<file path="config.mk">
export PLATFORM = sky130hd
export DESIGN_NAME = tile_column_blitter
export DESIGN_NICKNAME = d
export VERILOG_FILES = /design/src/hdl/tcb_pkg.sv /design/src/hdl/tcb_ctrl.sv /design/src/hdl/tcb_datapath.sv /design/src/hdl/tile_column_blitter.sv
export VERILOG_INCLUDE_DIRS = /design/src /design/src/hdl
export SDC_FILE = /design/constraint.sdc
export NUM_CORES = 2
export LEC_CHECK = 0
export BUFFER_PORTS_ARGS = -buffer_cell sky130_fd_sc_hd__buf_2
export CAP_MARGIN = 40
export CORE_UTILIZATION = 32
export CTS_CLUSTER_DIAMETER = 30
export DETAILED_ROUTE_END_ITERATION = 10
export GPL_TIMING_DRIVEN = 0
export HOLD_SLACK_MARGIN = 0.02
export PLACE_DENSITY_LB_ADDON = 0.15
export SYNTH_ARGS = -nofsm -noshare
export SYNTH_HDL_FRONTEND = slang
export SYNTH_SLANG_ARGS = --single-unit
</file>
<file path="constraint.sdc">
create_clock -name i_clk -period 8.2 [get_ports i_clk]
set_clock_uncertainty 0.2 [all_clocks]
set_input_delay 1.64 -clock i_clk [delete_from_list [all_inputs] [get_ports i_clk]]
set_output_delay 1.64 -clock i_clk [all_outputs]
set_load 0.02 [all_outputs]
</file>
<file path="src/hdl/tile_column_blitter_assert.svh">
// Assertion macros for the tile column blitter.
// Each use names the check, the antecedent and the consequent.
`ifndef TILE_COLUMN_BLITTER_ASSERT_SVH
`define TILE_COLUMN_BLITTER_ASSERT_SVH

// Same-cycle implication, sampled on i_clk, off during reset.
`define TCB_ASSERT_SAME(name, ante, cons) \
    name: assert property (@(posedge i_clk) disable iff (!i_rst_n) \
        (ante) |-> (cons)) else $error("tile_column_blitter: check failed");

// Next-cycle implication, sampled on i_clk, off during reset.
`define TCB_ASSERT_NEXT(name, ante, cons) \
    name: assert property (@(posedge i_clk) disable iff (!i_rst_n) \
        (ante) |=> (cons)) else $error("tile_column_blitter: check failed");

`endif

</file>
<file path="src/hdl/tcb_pkg.sv">
package tcb_pkg;

    // Operation codes carried in tuser
    typedef enum logic [1:0] {
        OP_DRAW = 2'd0,
        OP_FILL = 2'd1,
        OP_READ = 2'd2
    } t_op;

    // Configuration register indexes
    localparam logic [2:0] CFG_TILE_FORMAT  = 3'd0;
    localparam logic [2:0] CFG_TILE_WIDTH   = 3'd1;
    localparam logic [2:0] CFG_ODD_FRAME    = 3'd2;
    localparam logic [2:0] CFG_SCROLL_X     = 3'd3;
    localparam logic [2:0] CFG_SCROLL_Y     = 3'd4;
    localparam logic [2:0] CFG_FIRST_COLUMN = 3'd5;
    localparam logic [2:0] CFG_BUFFER_WIDTH = 3'd6;
    localparam logic [2:0] CFG_CURRENT_PAGE = 3'd7;

    // Tile formats
    localparam logic [1:0] FMT_PLAIN       = 2'd0;
    localparam logic [1:0] FMT_MASKED      = 2'd1;
    localparam logic [1:0] FMT_FRAMES      = 2'd2;
    localparam logic [1:0] FMT_MASK_FRAMES = 2'd3;

    localparam logic [7:0] BYTE_ONES  = 8'hFF;
    localparam logic [2:0] PAGE_BITS  = 3'h7;

    localparam int IN_DATA_W  = 56;
    localparam int OUT_DATA_W = 16;

    typedef struct packed {
        logic capture;   // latch the accepted transaction
        logic lookup;    // address decode and buffer read
        logic commit;    // merge, write back, load output register
    } t_dp_cmd;

    typedef struct packed {
        logic out_free;  // output register empty or being drained
    } t_dp_sts;

    function automatic logic [7:0] bit_reverse(input logic [7:0] b);
        logic [7:0] v;
        v = ((b & 8'hAA) >> 1) | ((b & 8'h55) << 1);
        v = ((v & 8'hCC) >> 2) | ((v & 8'h33) << 2);
        v = ((v & 8'hF0) >> 4) | ((v & 8'h0F) << 4);
        return v;
    endfunction

endpackage

</file>
<file path="src/hdl/tcb_ctrl.sv">
module tcb_ctrl
    import tcb_pkg::*;
(
    input  logic    i_clk,
    input  logic    i_rst_n,
    input  logic    i_in_valid,
    output logic    o_in_ready,
    input  t_dp_sts i_sts,
    output t_dp_cmd o_cmd
);

    typedef enum logic [1:0] {
        ST_IDLE,
        ST_LOOKUP,
        ST_MERGE
    } t_state;

    t_state r_state;
    logic   r_in_ready;

    assign o_in_ready    = r_in_ready;
    assign o_cmd.capture = i_in_valid && r_in_ready;
    assign o_cmd.lookup  = (r_state == ST_LOOKUP);
    assign o_cmd.commit  = (r_state == ST_MERGE) && i_sts.out_free;

    always_ff @(posedge i_clk) begin
        if (!i_rst_n) begin
            r_state    <= ST_IDLE;
            r_in_ready <= 1'b0;
        end else begin
            case (r_state)
                ST_IDLE: begin
                    if (i_in_valid && r_in_ready) begin
                        r_state    <= ST_LOOKUP;
                        r_in_ready <= 1'b0;
                    end else begin
                        r_in_ready <= 1'b1;
                    end
                end
                ST_LOOKUP: begin
                    r_state <= ST_MERGE;
                end
                ST_MERGE: begin
                    // hold until the output register can take the result
                    if (i_sts.out_free) begin
                        r_state    <= ST_IDLE;
                        r_in_ready <= 1'b1;
                    end
                end
                default: begin
                    r_state    <= ST_IDLE;
                    r_in_ready <= 1'b0;
                end
            endcase
        end
    end

endmodule

</file>
<file path="src/hdl/tcb_datapath.sv">
module tcb_datapath
    import tcb_pkg::*;
#(
    parameter int BUFFER_COLUMNS = 128
)
(
    input  logic                  i_clk,
    input  logic                  i_rst_n,
    input  logic                  i_cfg_we,
    input  logic [2:0]            i_cfg_idx,
    input  logic [7:0]            i_cfg_wdata,
    input  logic [1:0]            i_in_user,
    input  logic [IN_DATA_W-1:0]  i_in_data,
    input  t_dp_cmd               i_cmd,
    output t_dp_sts               o_sts,
    output logic                  o_out_valid,
    input  logic                  i_out_ready,
    output logic [OUT_DATA_W-1:0] o_out_data
);

    localparam int         AW    = (BUFFER_COLUMNS > 1) ? $clog2(BUFFER_COLUMNS) : 1;
    localparam logic [7:0] COLS8 = 8'(BUFFER_COLUMNS);

    typedef enum logic [2:0] {
        ACT_NONE,
        ACT_FILL,
        ACT_READ,
        ACT_TOP,
        ACT_BOT,
        ACT_KEEP
    } t_act;

    // configuration
    logic [1:0] r_tile_format;
    logic [6:0] r_tile_width;
    logic       r_odd_frame;
    logic [7:0] r_scroll_x;
    logic [7:0] r_scroll_y;
    logic [6:0] r_first_column;
    logic [7:0] r_buffer_width;
    logic [2:0] r_current_page;

    // captured transaction
    t_op        r_op;
    logic [7:0] r_tx;
    logic [7:0] r_ty;
    logic [6:0] r_col;
    logic       r_transp;
    logic       r_flip_x;
    logic       r_flip_y;
    logic       r_inverse;
    logic [7:0] r_byte_a;
    logic [7:0] r_byte_b;
    logic [7:0] r_byte_c;

    // lookup results
    t_act       r_act;
    logic [AW-1:0] r_addr;
    logic [7:0] r_bm;
    logic [7:0] r_mk;
    logic [2:0] r_shift;
    logic [7:0] r_rd;
    logic       r_rd_ok;

    // buffer
    logic [7:0]                r_mem [BUFFER_COLUMNS];
    logic [BUFFER_COLUMNS-1:0] r_valid;

    // output register
    logic       r_out_valid;
    logic [7:0] r_out_byte;
    logic       r_out_written;

    // lookup stage logic
    logic [7:0]        w_sx, w_sy, w_bx, w_width;
    logic [6:0]        w_off;
    logic signed [8:0] w_d;
    logic              w_in_tile, w_bx_in, w_col_in, w_top, w_bot;
    logic [7:0]        w_bm_sel, w_mk_sel, w_bm_fy, w_mk_fy, w_bm;
    t_act              w_act;
    logic [AW-1:0]     w_addr;

    always_comb begin
        w_sx      = r_tx - r_scroll_x;
        w_sy      = r_ty - r_scroll_y;
        w_off     = r_flip_x ? (r_tile_width - 7'd1 - r_col) : r_col;
        w_bx      = w_sx + {1'b0, w_off} - {1'b0, r_first_column};
        w_width   = (r_buffer_width < COLS8) ? r_buffer_width : COLS8;
        w_in_tile = r_col < r_tile_width;
        w_bx_in   = !w_bx[7] && (w_bx < w_width);
        w_col_in  = {1'b0, r_col} < w_width;

        case (r_tile_format)
            FMT_MASKED: begin
                w_bm_sel = r_byte_a;
                w_mk_sel = r_transp ? r_byte_b : BYTE_ONES;
            end
            FMT_FRAMES: begin
                w_bm_sel = r_odd_frame ? r_byte_b : r_byte_a;
                w_mk_sel = r_transp ? w_bm_sel : BYTE_ONES;
            end
            FMT_MASK_FRAMES: begin
                w_bm_sel = r_odd_frame ? r_byte_c : r_byte_a;
                w_mk_sel = r_transp ? r_byte_b : BYTE_ONES;
            end
            default: begin
                w_bm_sel = r_byte_a;
                w_mk_sel = r_transp ? w_bm_sel : BYTE_ONES;
            end
        endcase
        w_bm_fy = r_flip_y ? bit_reverse(w_bm_sel) : w_bm_sel;
        w_mk_fy = r_flip_y ? bit_reverse(w_mk_sel) : w_mk_sel;
        w_bm    = r_inverse ? (~w_bm_fy & w_mk_fy) : w_bm_fy;

        // top half: tile row band starts on this page
        w_top = !w_sy[7] && (w_sy[6:3] == {1'b0, r_current_page});
        // bottom half: tile starts up to seven rows above this page
        w_d   = $signed({3'b000, r_current_page, 3'b000}) - $signed({w_sy[7], w_sy});
        w_bot = !w_top && !w_d[8] && (w_d[7:3] == 5'd0);

        w_act  = ACT_NONE;
        w_addr = r_col[AW-1:0];
        case (r_op)
            OP_DRAW: begin
                w_addr = w_bx[AW-1:0];
                if (w_in_tile && w_bx_in) begin
                    if (w_top) begin
                        w_act = ACT_TOP;
                    end else if (w_bot) begin
                        w_act = ACT_BOT;
                    end else begin
                        w_act = ACT_KEEP;
                    end
                end
            end
            OP_FILL: begin
                if (w_col_in) begin
                    w_act = ACT_FILL;
                end
            end
            OP_READ: begin
                if (w_col_in) begin
                    w_act = ACT_READ;
                end
            end
            default: begin
                w_act = ACT_NONE;
            end
        endcase
    end

    // merge stage logic
    logic [7:0] w_cur, w_mk_sh, w_bm_sh, w_new, w_out_byte;
    logic       w_we, w_written;

    always_comb begin
        w_cur   = r_rd_ok ? r_rd : 8'h00;
        w_mk_sh = (r_act == ACT_TOP) ? (r_mk << r_shift) : (r_mk >> r_shift);
        w_bm_sh = (r_act == ACT_TOP) ? (r_bm << r_shift) : (r_bm >> r_shift);
        w_new      = (w_cur & ~w_mk_sh) | w_bm_sh;
        w_we       = 1'b0;
        w_written  = 1'b0;
        w_out_byte = 8'h00;
        case (r_act)
            ACT_FILL: begin
                w_new      = r_byte_a;
                w_we       = 1'b1;
                w_written  = 1'b1;
                w_out_byte = r_byte_a;
            end
            ACT_READ: begin
                w_out_byte = w_cur;
            end
            ACT_TOP, ACT_BOT: begin
                w_we       = 1'b1;
                w_written  = 1'b1;
                w_out_byte = w_new;
            end
            ACT_KEEP: begin
                w_out_byte = w_cur;
            end
            default: begin
                w_out_byte = 8'h00;
            end
        endcase
    end

    // config registers
    always_ff @(posedge i_clk) begin
        if (!i_rst_n) begin
            r_tile_format  <= FMT_PLAIN;
            r_tile_width   <= 7'd8;
            r_odd_frame    <= 1'b0;
            r_scroll_x     <= 8'h00;
            r_scroll_y     <= 8'h00;
            r_first_column <= 7'd0;
            r_buffer_width <= 8'd128;
            r_current_page <= 3'd0;
        end else if (i_cfg_we) begin
            case (i_cfg_idx)
                CFG_TILE_FORMAT:  r_tile_format  <= i_cfg_wdata[1:0];
                CFG_TILE_WIDTH:   r_tile_width   <= i_cfg_wdata[6:0];
                CFG_ODD_FRAME:    r_odd_frame    <= i_cfg_wdata[0];
                CFG_SCROLL_X:     r_scroll_x     <= i_cfg_wdata;
                CFG_SCROLL_Y:     r_scroll_y     <= i_cfg_wdata;
                CFG_FIRST_COLUMN: r_first_column <= i_cfg_wdata[6:0];
                CFG_BUFFER_WIDTH: r_buffer_width <= i_cfg_wdata;
                CFG_CURRENT_PAGE: r_current_page <= i_cfg_wdata[2:0] & PAGE_BITS;
                default:          r_tile_format  <= r_tile_format;
            endcase
        end
    end

    // payload capture and lookup registers
    always_ff @(posedge i_clk) begin
        if (i_cmd.capture) begin
            r_op      <= t_op'(i_in_user);
            r_tx      <= i_in_data[7:0];
            r_ty      <= i_in_data[15:8];
            r_col     <= i_in_data[22:16];
            r_transp  <= i_in_data[23];
            r_flip_x  <= i_in_data[24];
            r_flip_y  <= i_in_data[25];
            r_inverse <= i_in_data[26];
            r_byte_a  <= i_in_data[34:27];
            r_byte_b  <= i_in_data[42:35];
            r_byte_c  <= i_in_data[50:43];
        end
        if (i_cmd.lookup) begin
            r_addr  <= w_addr;
            r_bm    <= w_bm;
            r_mk    <= w_mk_fy;
            r_shift <= w_top ? w_sy[2:0] : w_d[2:0];
        end
    end

    always_ff @(posedge i_clk) begin
        if (!i_rst_n) begin
            r_act <= ACT_NONE;
        end else if (i_cmd.lookup) begin
            r_act <= w_act;
        end
    end

    // buffer memory: read in lookup, write in merge
    always_ff @(posedge i_clk) begin
        if (i_cmd.lookup) begin
            r_rd <= r_mem[w_addr];
        end
        if (i_cmd.commit && w_we) begin
            r_mem[r_addr] <= w_new;
        end
    end

    // per-column valid bits stand in for the cleared buffer after reset
    always_ff @(posedge i_clk) begin
        if (!i_rst_n) begin
            r_valid <= '0;
            r_rd_ok <= 1'b0;
        end else begin
            if (i_cmd.lookup) begin
                r_rd_ok <= r_valid[w_addr];
            end
            if (i_cmd.commit && w_we) begin
                r_valid[r_addr] <= 1'b1;
            end
        end
    end

    // output register
    always_ff @(posedge i_clk) begin
        if (!i_rst_n) begin
            r_out_valid <= 1'b0;
        end else if (i_cmd.commit) begin
            r_out_valid <= 1'b1;
        end else if (i_out_ready) begin
            r_out_valid <= 1'b0;
        end
    end

    always_ff @(posedge i_clk) begin
        if (i_cmd.commit) begin
            r_out_byte    <= w_out_byte;
            r_out_written <= w_written;
        end
    end

    assign o_sts.out_free = !r_out_valid || i_out_ready;
    assign o_out_valid    = r_out_valid;
    assign o_out_data     = {7'd0, r_out_written, r_out_byte};

endmodule

</file>
<file path="src/hdl/tile_column_blitter.sv">
// Tile column blitter: merges tile columns into a one-page line buffer of a
// page-organized monochrome display (one byte per column, bit 0 on top).
// Channels:
//   s_axis  one transaction per item; tuser is the operation (draw, fill,
//           read), tdata the tile position, column, render flags and bytes.
//   m_axis  exactly one result transaction per item: the buffer byte at the
//           addressed column (zero if out of range) and a flag telling if it was written.
//   i_cfg_* register writes; the user must make them only while no item is
//           in flight, and the block itself does not enforce it.
// Each item passes capture, buffer read and address decode, then merge and
// write back; the block takes no new item until the last one has been
// written back and its result loaded into the output register.
// Reset clears the control and configuration registers to their defaults and
// marks every buffer column as zero through per-column valid bits, so no clearing pass is needed;
// s_axis_tready rises in the cycle after reset is released.
// Receiver stall: the result sits in the output register; a finished item
// waits in its merge step until that register is drained, and s_axis_tready
// stays low until then.
`include "tile_column_blitter_assert.svh"

module tile_column_blitter
    import tcb_pkg::*;
#(
    parameter int BUFFER_COLUMNS = 128
)
(
    input  logic                  i_clk,
    input  logic                  i_rst_n,
    // configuration write port
    input  logic                  i_cfg_we,
    input  logic [2:0]            i_cfg_idx,
    input  logic [7:0]            i_cfg_wdata,
    // input item stream
    input  logic                  s_axis_tvalid,
    output logic                  s_axis_tready,
    // tuser: operation[1:0]
    input  logic [1:0]            s_axis_tuser,
    // tdata: tile_x[7:0], tile_y[15:8], column_index[22:16], transparent[23],
    //        flip_x[24], flip_y[25], inverse[26], byte_a[34:27],
    //        byte_b[42:35], byte_c[50:43], zero pad[55:51]
    input  logic [IN_DATA_W-1:0]  s_axis_tdata,
    // result stream
    output logic                  m_axis_tvalid,
    input  logic                  m_axis_tready,
    // tdata: column_byte[7:0], written[8], zero pad[15:9]
    output logic [OUT_DATA_W-1:0] m_axis_tdata
);

    t_dp_cmd w_cmd;
    t_dp_sts w_sts;

    // sequencing of capture, lookup and commit
    tcb_ctrl u_ctrl (
        .i_clk      (i_clk),
        .i_rst_n    (i_rst_n),
        .i_in_valid (s_axis_tvalid),
        .o_in_ready (s_axis_tready),
        .i_sts      (w_sts),
        .o_cmd      (w_cmd)
    );

    // config registers, address math, line buffer, merge, output register
    tcb_datapath #(
        .BUFFER_COLUMNS (BUFFER_COLUMNS)
    ) u_datapath (
        .i_clk       (i_clk),
        .i_rst_n     (i_rst_n),
        .i_cfg_we    (i_cfg_we),
        .i_cfg_idx   (i_cfg_idx),
        .i_cfg_wdata (i_cfg_wdata),
        .i_in_user   (s_axis_tuser),
        .i_in_data   (s_axis_tdata),
        .i_cmd       (w_cmd),
        .o_sts       (w_sts),
        .o_out_valid (m_axis_tvalid),
        .i_out_ready (m_axis_tready),
        .o_out_data  (m_axis_tdata)
    );

    // one item in flight: an accepted transaction drops ready and starts lookup
    `TCB_ASSERT_NEXT(a_accept_blocks, s_axis_tvalid && s_axis_tready, !s_axis_tready && w_cmd.lookup)
    // a commit never overwrites a result that is still waiting
    `TCB_ASSERT_SAME(a_commit_free, w_cmd.commit, !m_axis_tvalid || m_axis_tready)
    // every commit presents a result in the next cycle
    `TCB_ASSERT_NEXT(a_commit_shows, w_cmd.commit, m_axis_tvalid)

endmodule
</file>
After elaboration in Yosys (flattened, before gate mapping)
Memories as Yosys holds them, arrays and structs flattened. A register that Yosys moved wholly into a read port is not among the register bits.
Cells that the tools add are included.

word-level totals
  register bits = 268
  memory bits (writable) = 1,024
  memories kept = 1

memories
  name              words  bits a word  read ports  clocked after Yosys merged registers in  write ports  line                source
  u_datapath.r_mem  128    8            1           1                                        1            tcb_datapath.sv:66  logic [7:0] r_mem [BUFFER_COLUMNS];

operators by class
  $add $sub $neg = 7
  $lt $le $gt $ge = 7
  equality and inequality tests = 22
  shifts and indexed selects = 4
  mux-type cells = 40
  bitwise logic cells = 13
  reduce and logical (&&, ||, !) cells = 34

operators by type and width
  kind                                                        count
  OR 128 bit                                                  1
  two-way mux 8 bit                                           13
  case mux 8 bit (2 select lines)                             2
  case mux 8 bit (3 select lines)                             1
  AND reduction 2 bit                                         10
  equality test 3 bit, second input constant                  6
  bitwise AND 8 bit                                           2
  less-than comparator 7 x 8 -> 1 bit, second input constant  2
  inverter 8 bit                                              2
  OR 4 x 8 -> 8 bit                                           2
  OR 6 x 8 -> 8 bit                                           2
  OR 7 x 8 -> 8 bit                                           2
  << shifter 8 x 3 -> 8 bit                                   2
  >> shifter 8 x 3 -> 8 bit                                   2
  subtractor 8 bit                                            2
  two-way mux 7 bit                                           2
  equality test 3 x 2 -> 1 bit, second input constant         4
  two-way mux 1 bit                                           11
  logical AND 1 bit                                           9
  two-way mux 3 bit                                           3
  case mux 3 bit (3 select lines)                             1
  subtractor 7 x 8 -> 9 bit                                   1
  adder 8 x 7 -> 8 bit                                        1
  equality test 2 bit, second input constant                  4
  other kinds (27)                                            40

Longest topological paths before layout
  depth after elaboration = 10
  depth in mapped cells = 26
  gate-level depth less buffers = 25

Hierarchy
From an unflattened synthesis, not the netlist that was laid out.

second synthesis, totals
  cell total of the unflattened synthesis = 4,636
  area total of the unflattened synthesis = 55,097.8 um2

modules (own cells, without submodules)
  module        instances  cells each  area an instance (um2)  seq. area each (um2)
  tcb_datapath  1          4,619       54,961.5                37,175.7
  tcb_ctrl      1          17          136.4                   60.1

Worst setup path before layout
No wires, ideal clock.

  path type = reg-to-reg
  start point = reg u_datapath.r_shift[1]
  end point = mem u_datapath.r_mem[0][2], data pin
  setup time = 1.197 ns
  data arrival time = 6.536 ns
  path slack = 0.267 ns
  stages on the path, launching flop included = 8
  buffers on the path = 3
  clock period less this slack = 7.933 ns
  cells stage by stage = edfxtp_1 > clkbuf_1 > clkbuf_1 > clkbuf_1 > a21oi_1 > nor2_1 > o41ai_1 > o21ai_0

on the way
  word-level cells in the longest chain between the ends = 6
  elaborated cells between the ends (all ways) = 10

ends and longest elaborated chain
  element                                                                 line                 source
  from (decl)                                                             tcb_datapath.sv:61   logic [2:0] r_shift;
  from (signal assigned)                                                  tcb_datapath.sv:233  r_shift <= w_top ? w_sy[2:0] : w_d[2:0];
  >> shifter 8 x 3 -> 8 bit or << shifter 8 x 3 -> 8 bit (tied branches)  tcb_datapath.sv:158  w_mk_sh = (r_act == ACT_TOP) ? (r_mk << r_shift) : (r_mk >> r_shift);
  two-way mux 8 bit                                                       tcb_datapath.sv:158
  inverter 8 bit                                                          tcb_datapath.sv:160  w_new = (w_cur & ~w_mk_sh) | w_bm_sh;
  bitwise AND 8 bit                                                       tcb_datapath.sv:160
  OR 8 bit *                                                              tcb_datapath.sv:160
  two-way mux 8 bit *                                                     tcb_datapath.sv:164  case (r_act)
  named net u_datapath.w_new[2]                                           tcb_datapath.sv:153  logic [7:0] w_cur, w_mk_sh, w_bm_sh, w_new, w_out_byte;
  to (decl)                                                               tcb_datapath.sv:66

Mark *: on every way through the listed nets, which the timed path passes. The rest lies on a longest branch.

Worst setup path in the final report
  start point = reg u_datapath.r_col[0]
  end point = reg u_datapath.r_rd[0], read port of u_datapath.r_mem, data pin

on the way
  word-level cells in the longest chain between the ends = 5

ends and longest elaborated chain
  element                    line                 source
  from (decl)                tcb_datapath.sv:47   logic [6:0] r_col;
  from (signal assigned)     tcb_datapath.sv:220  r_col <= i_in_data[22:16];
  subtractor 7 bit           tcb_datapath.sv:86   w_off = r_flip_x ? (r_tile_width - 7'd1 - r_col) : r_col;
  two-way mux 7 bit          tcb_datapath.sv:86
  adder 8 x 7 -> 8 bit       tcb_datapath.sv:87   w_bx = w_sx + {1'b0, w_off} - {1'b0, r_first_column};
  subtractor 8 x 7 -> 8 bit  tcb_datapath.sv:87
  two-way mux 7 bit *        tcb_datapath.sv:123  case (r_op)
  to (decl)                  tcb_datapath.sv:62   logic [7:0] r_rd;

Every way passes the cells marked *; elsewhere a longest branch is shown, timed or not.
A chain may end at the register's enable or synchronous reset.

==> flow_summary.json <==
{
  "p_int_mw": 16.4,
  "clkLatencyLatePin_ns": 0.93,
  "combinationalPowerShare_pct": 10.0,
  "hp-class": "reg2reg",
  "yosys_warnings": 0,
  "crit_type": "reg2reg",
  "relSlewSlack_pct": 30.2,
  "cts_tree": "yes",
  "hold_viol": 0,
  "area_growth_pct": 29.9,
  "drc_errors": 0,
  "final-setup-viol-count": 0,
  "crit_path_max_incr_delay_ns": 0.70,
  "cts-root-buf": "clkbuf_16",
  "period_share_pct": 94.1,
  "cpMostUsedCell": "nor2_1",
  "rsz0062_at_grt": "no",
  "synth_async_sr_flop_share_pct": 0,
  "io_buffers": 77,
  "swShare_pct": 25.4,
  "min-delay-start": "u_datapath.r_scroll_y[2]$_SDFFE_PN0P_",
  "min_delay_worst_endpoint": "u_datapath.r_scroll_y[2]$_SDFFE_PN0P_",
  "setup_ws_ns": 0.487,
  "dp_hpwl_um": 157000,
  "grt_overflow": 0,
  "vias": 41807,
  "reg2regPathDepth": 25,
  "avgSynthCellArea_um2": 11.8,
  "layout_commonest_cell": "edfxtp_1",
  "period_needed_ns": 7.71,
  "power_per_cell_area_nw_per_um2": 308,
  "die_y_um": 416,
  "final_cell_mix": "edfxtp_1 (1,120), nand2_1 (1,100), nand3_1 (472)",
  "path_delay_family": "compound AO/OA/AOI/OAI gates",
  "use_met1_pct": 33.7,
  "drt_iter0_markers": 5214,
  "max-clock-path-buffers": 4,
  "ys_seq_area_share_pct": 67.8,
  "nets": 5410,
  "final_cells": 7748,
  "tightest_slew_ns": 1.04,
  "min_path_cells": 2,
  "routed_wl_um": 221000,
  "ys.flop_type": "edfxtp_1",
  "drive_above_1_share_pct": 17.9,
  "reg2reg_to": "u_datapath.r_rd[0]$_DFFE_PN_",
  "io_pins": 92,
  "path_buf_inv": 4,
  "placed_area_um2": 60500,
  "yosys.area.top_type_share_pct": 61.2,
  "synth-edff-count": 1120,
  "dieArea_um2": 173000,
  "drv_cap": 0,
  "grt.busiest_layer": "met2",
  "rows": 151,
  "cp-end-kind": "flop",
  "clock_sinks": 1300,
  "grt_usage_pct": 25.1,
  "pwr-share-clk_pct": 56.8,
  "r2r_start": "u_datapath.r_col[0]$_DFFE_PP_",
  "fin_util_pct": 42.0,
  "core_area_um2": 170000,
  "slew_viol_final": 0,
  "fin_area_um2": 71300,
  "post-place-cells": 7155,
  "netSwitchingPower_mw": 5.59,
  "ir_drop_uv": 177,
  "h-tree-depth": 5,
  "whs_ns": 0.254,
  "grt_pass1_wl_um": 307000,
  "met2_usage_pct": 37.9,
  "grt_util_met3_pct": 5.83,
  "viasPerCell": 5.40,
  "cp_max_fo": 10,
  "ys_top_cells_by_area": "edfxtp_1 (61%), nand2_1 (7.5%), dfxtp_1 (6.6%), nand3_1 (4.3%), nor2_1 (3.2%)",
  "grt_max_degree": 129,
  "wire_per_inst_um": 28.6,
  "clock.fmax_ghz": 0.130,
  "cts_hold_buffers": 0,
  "critPathLaunchType": "flop",
  "cts_setup_buffers": 0,
  "dr.pass1.iters": 6,
  "arrival_ns": 8.08,
  "pre_cts_ws_ns": 0.353,
  "cts_buffers": 331,
  "die_w_um": 416,
  "r2r_slack_ns": 0.49,
  "p_leak_nw": 26.2,
  "synth_top_cell_by_area": "edfxtp_1",
  "clk_pin_slew_ns": 0.04,
  "seqPwrFrac_pct": 33.2,
  "slowest_stage": "a211oi_1",
  "syn_area_um2": 54900,
  "ys_seq_elements": 1300,
  "syn-instance-count": 4659,
  "initial_core_util_pct": 32.3,
  "postRouteAntennaNets": 0,
  "critPathRequiredTime_ns": 8.57,
  "grt_pass1_vias": 39696,
  "ys_types": 80,
  "status": "finished, final reports clean",
  "antenna_found_initial": 9,
  "place_congestion": 0.996
}
==> power by group through the flow <==
stage                     Combinational, mW  Clock, mW  Sequential [mW]
after floorplan                        1.01          0             7.42
after global placement                 2.01          0             7.46
after detailed placement               2.12          0             7.41
after CTS                              2.13       12.6             7.30
after global routing                   2.26       12.9             7.30
final                                  2.20       12.5             7.30
==> layer usage <==
| metal | share of wire [%] | wire length [µm] |
|---|---|---|
| met1 | 41 | 91800 |
| met5 | 0.012 | 27 |
| met3 | 9.4 | 20800 |
| met2 | 44 | 96900 |
| met4 | 5.3 | 11800 |
==> cell families after synthesis <==
group / after synthesis / synth area share (%)
AO/OA/AOI/OAI: 501 / 6.34
other: 1 / 0.00683
multiplexers: 187 / 3.66
buffers and inverters: 360 / 3.06
AND/OR/NAND/NOR: 2225 / 17.2
flip-flops: 1300 / 67.8
adder cells (fa/ha/maj): 60 / 1.59
XOR/XNOR: 25 / 0.399
==> worst max-delay path by stage <==
stage,startpoint,to,slack [ns],depth (start not counted)
6_report,u_datapath.r_col[0]$_DFFE_PP_,u_datapath.r_rd[0]$_DFFE_PN_,0.49,25
5_1_grt,u_datapath.r_col[0]$_DFFE_PP_,u_datapath.r_rd[7]$_DFFE_PN_,0.28,19
4_1_cts,u_datapath.r_col[0]$_DFFE_PP_,u_datapath.r_rd[7]$_DFFE_PN_,0.30,25
3_5_place_dp,u_datapath.r_col[0]$_DFFE_PP_,u_datapath.r_rd[4]$_DFFE_PN_,0.35,27
3_3_place_gp,u_datapath.r_shift[1]$_DFFE_PN_,u_datapath.r_mem[80][2]$_DFFE_PP_,-8.95,6
2_1_floorplan,u_datapath.r_shift[1]$_DFFE_PN_,u_datapath.r_mem[0][2]$_DFFE_PP_,0.27,7
==> cells in the mapped netlist, types with 6 or more instances <==
cell / instances
dfxtp_1: 180
a311oi_1: 33
nand4_1: 28
a21o_1: 9
and3_1: 72
a32oi_1: 20
a32o_1: 28
clkbuf_1: 126
buf_6: 19
inv_1: 59
nand3b_1: 6
o21ai_0: 48
fa_1: 16
xor2_1: 8
edfxtp_1: 1120
buf_1: 36
a211oi_1: 32
nand2b_1: 15
mux2i_1: 158
nor3_1: 12
buf_2: 101
o211ai_1: 17
mux4_2: 8
buf_4: 14
nand2_1: 1100
xnor2_1: 17
nor2b_1: 10
o22ai_1: 12
ha_1: 44
a221oi_1: 11
nor2_1: 475
a31oi_1: 94
nand3_1: 472
a21oi_1: 108
o211a_1: 13
mux2_2: 19
a22oi_1: 17
==> per-stage QoR <==
stage               total power, mW  TNS (ns)
floorplan                      8.43         0
global placement               9.47  -1805.21
detailed placement             9.54         0
CTS                            22.0         0
global route                   22.5         0
finish                         22.0         0
==> state kept, by name, summed over array words and instances, names as in the netlist, 8 cells and up <==
signal and count:
u_datapath.r_mem 1024, u_datapath.r_valid 128, u_datapath.r_bm 8, u_datapath.r_buffer_width 8, u_datapath.r_byte_a 8, u_datapath.r_byte_b 8
u_datapath.r_byte_c 8, u_datapath.r_mk 8, u_datapath.r_out_byte 8, u_datapath.r_rd 8, u_datapath.r_scroll_x 8, u_datapath.r_scroll_y 8
u_datapath.r_tx 8, u_datapath.r_ty 8
==> final cells by class <==
type | instances | area, µm²
diodes | 3 | 7.51
multi-input cells | 3005 | 16200
clock inverters | 179 | 1800
flip-flops and latches | 1300 | 37200
well taps | 2218 | 2780
inverters | 64 | 248
fillers | 15915 | 98500
plain buffers | 295 | 1430
clock buffers | 405 | 8930
repair buffers | 279 | 2710
==> what timing repair did <==
item | CTS | global route
gates resized for setup | 0 | 1
setup endpoints to repair | 0 | 3
endpoints found under the hold margin | 0 | 0
==> worst register-to-register path, delay by kind of cell, from the launching register on <==
kind,cells,cell delay (ns)
xor gates and xnor gates,1,0.08
muxes,1,0.28
adders and majority gates,5,2.02
buffers and inverters,4,0.67
DFF,1,0.42
AOI/OAI and AO/OA,8,2.50
and+or+nand+nor,6,1.25
Power figures use the tool's default switching activity.
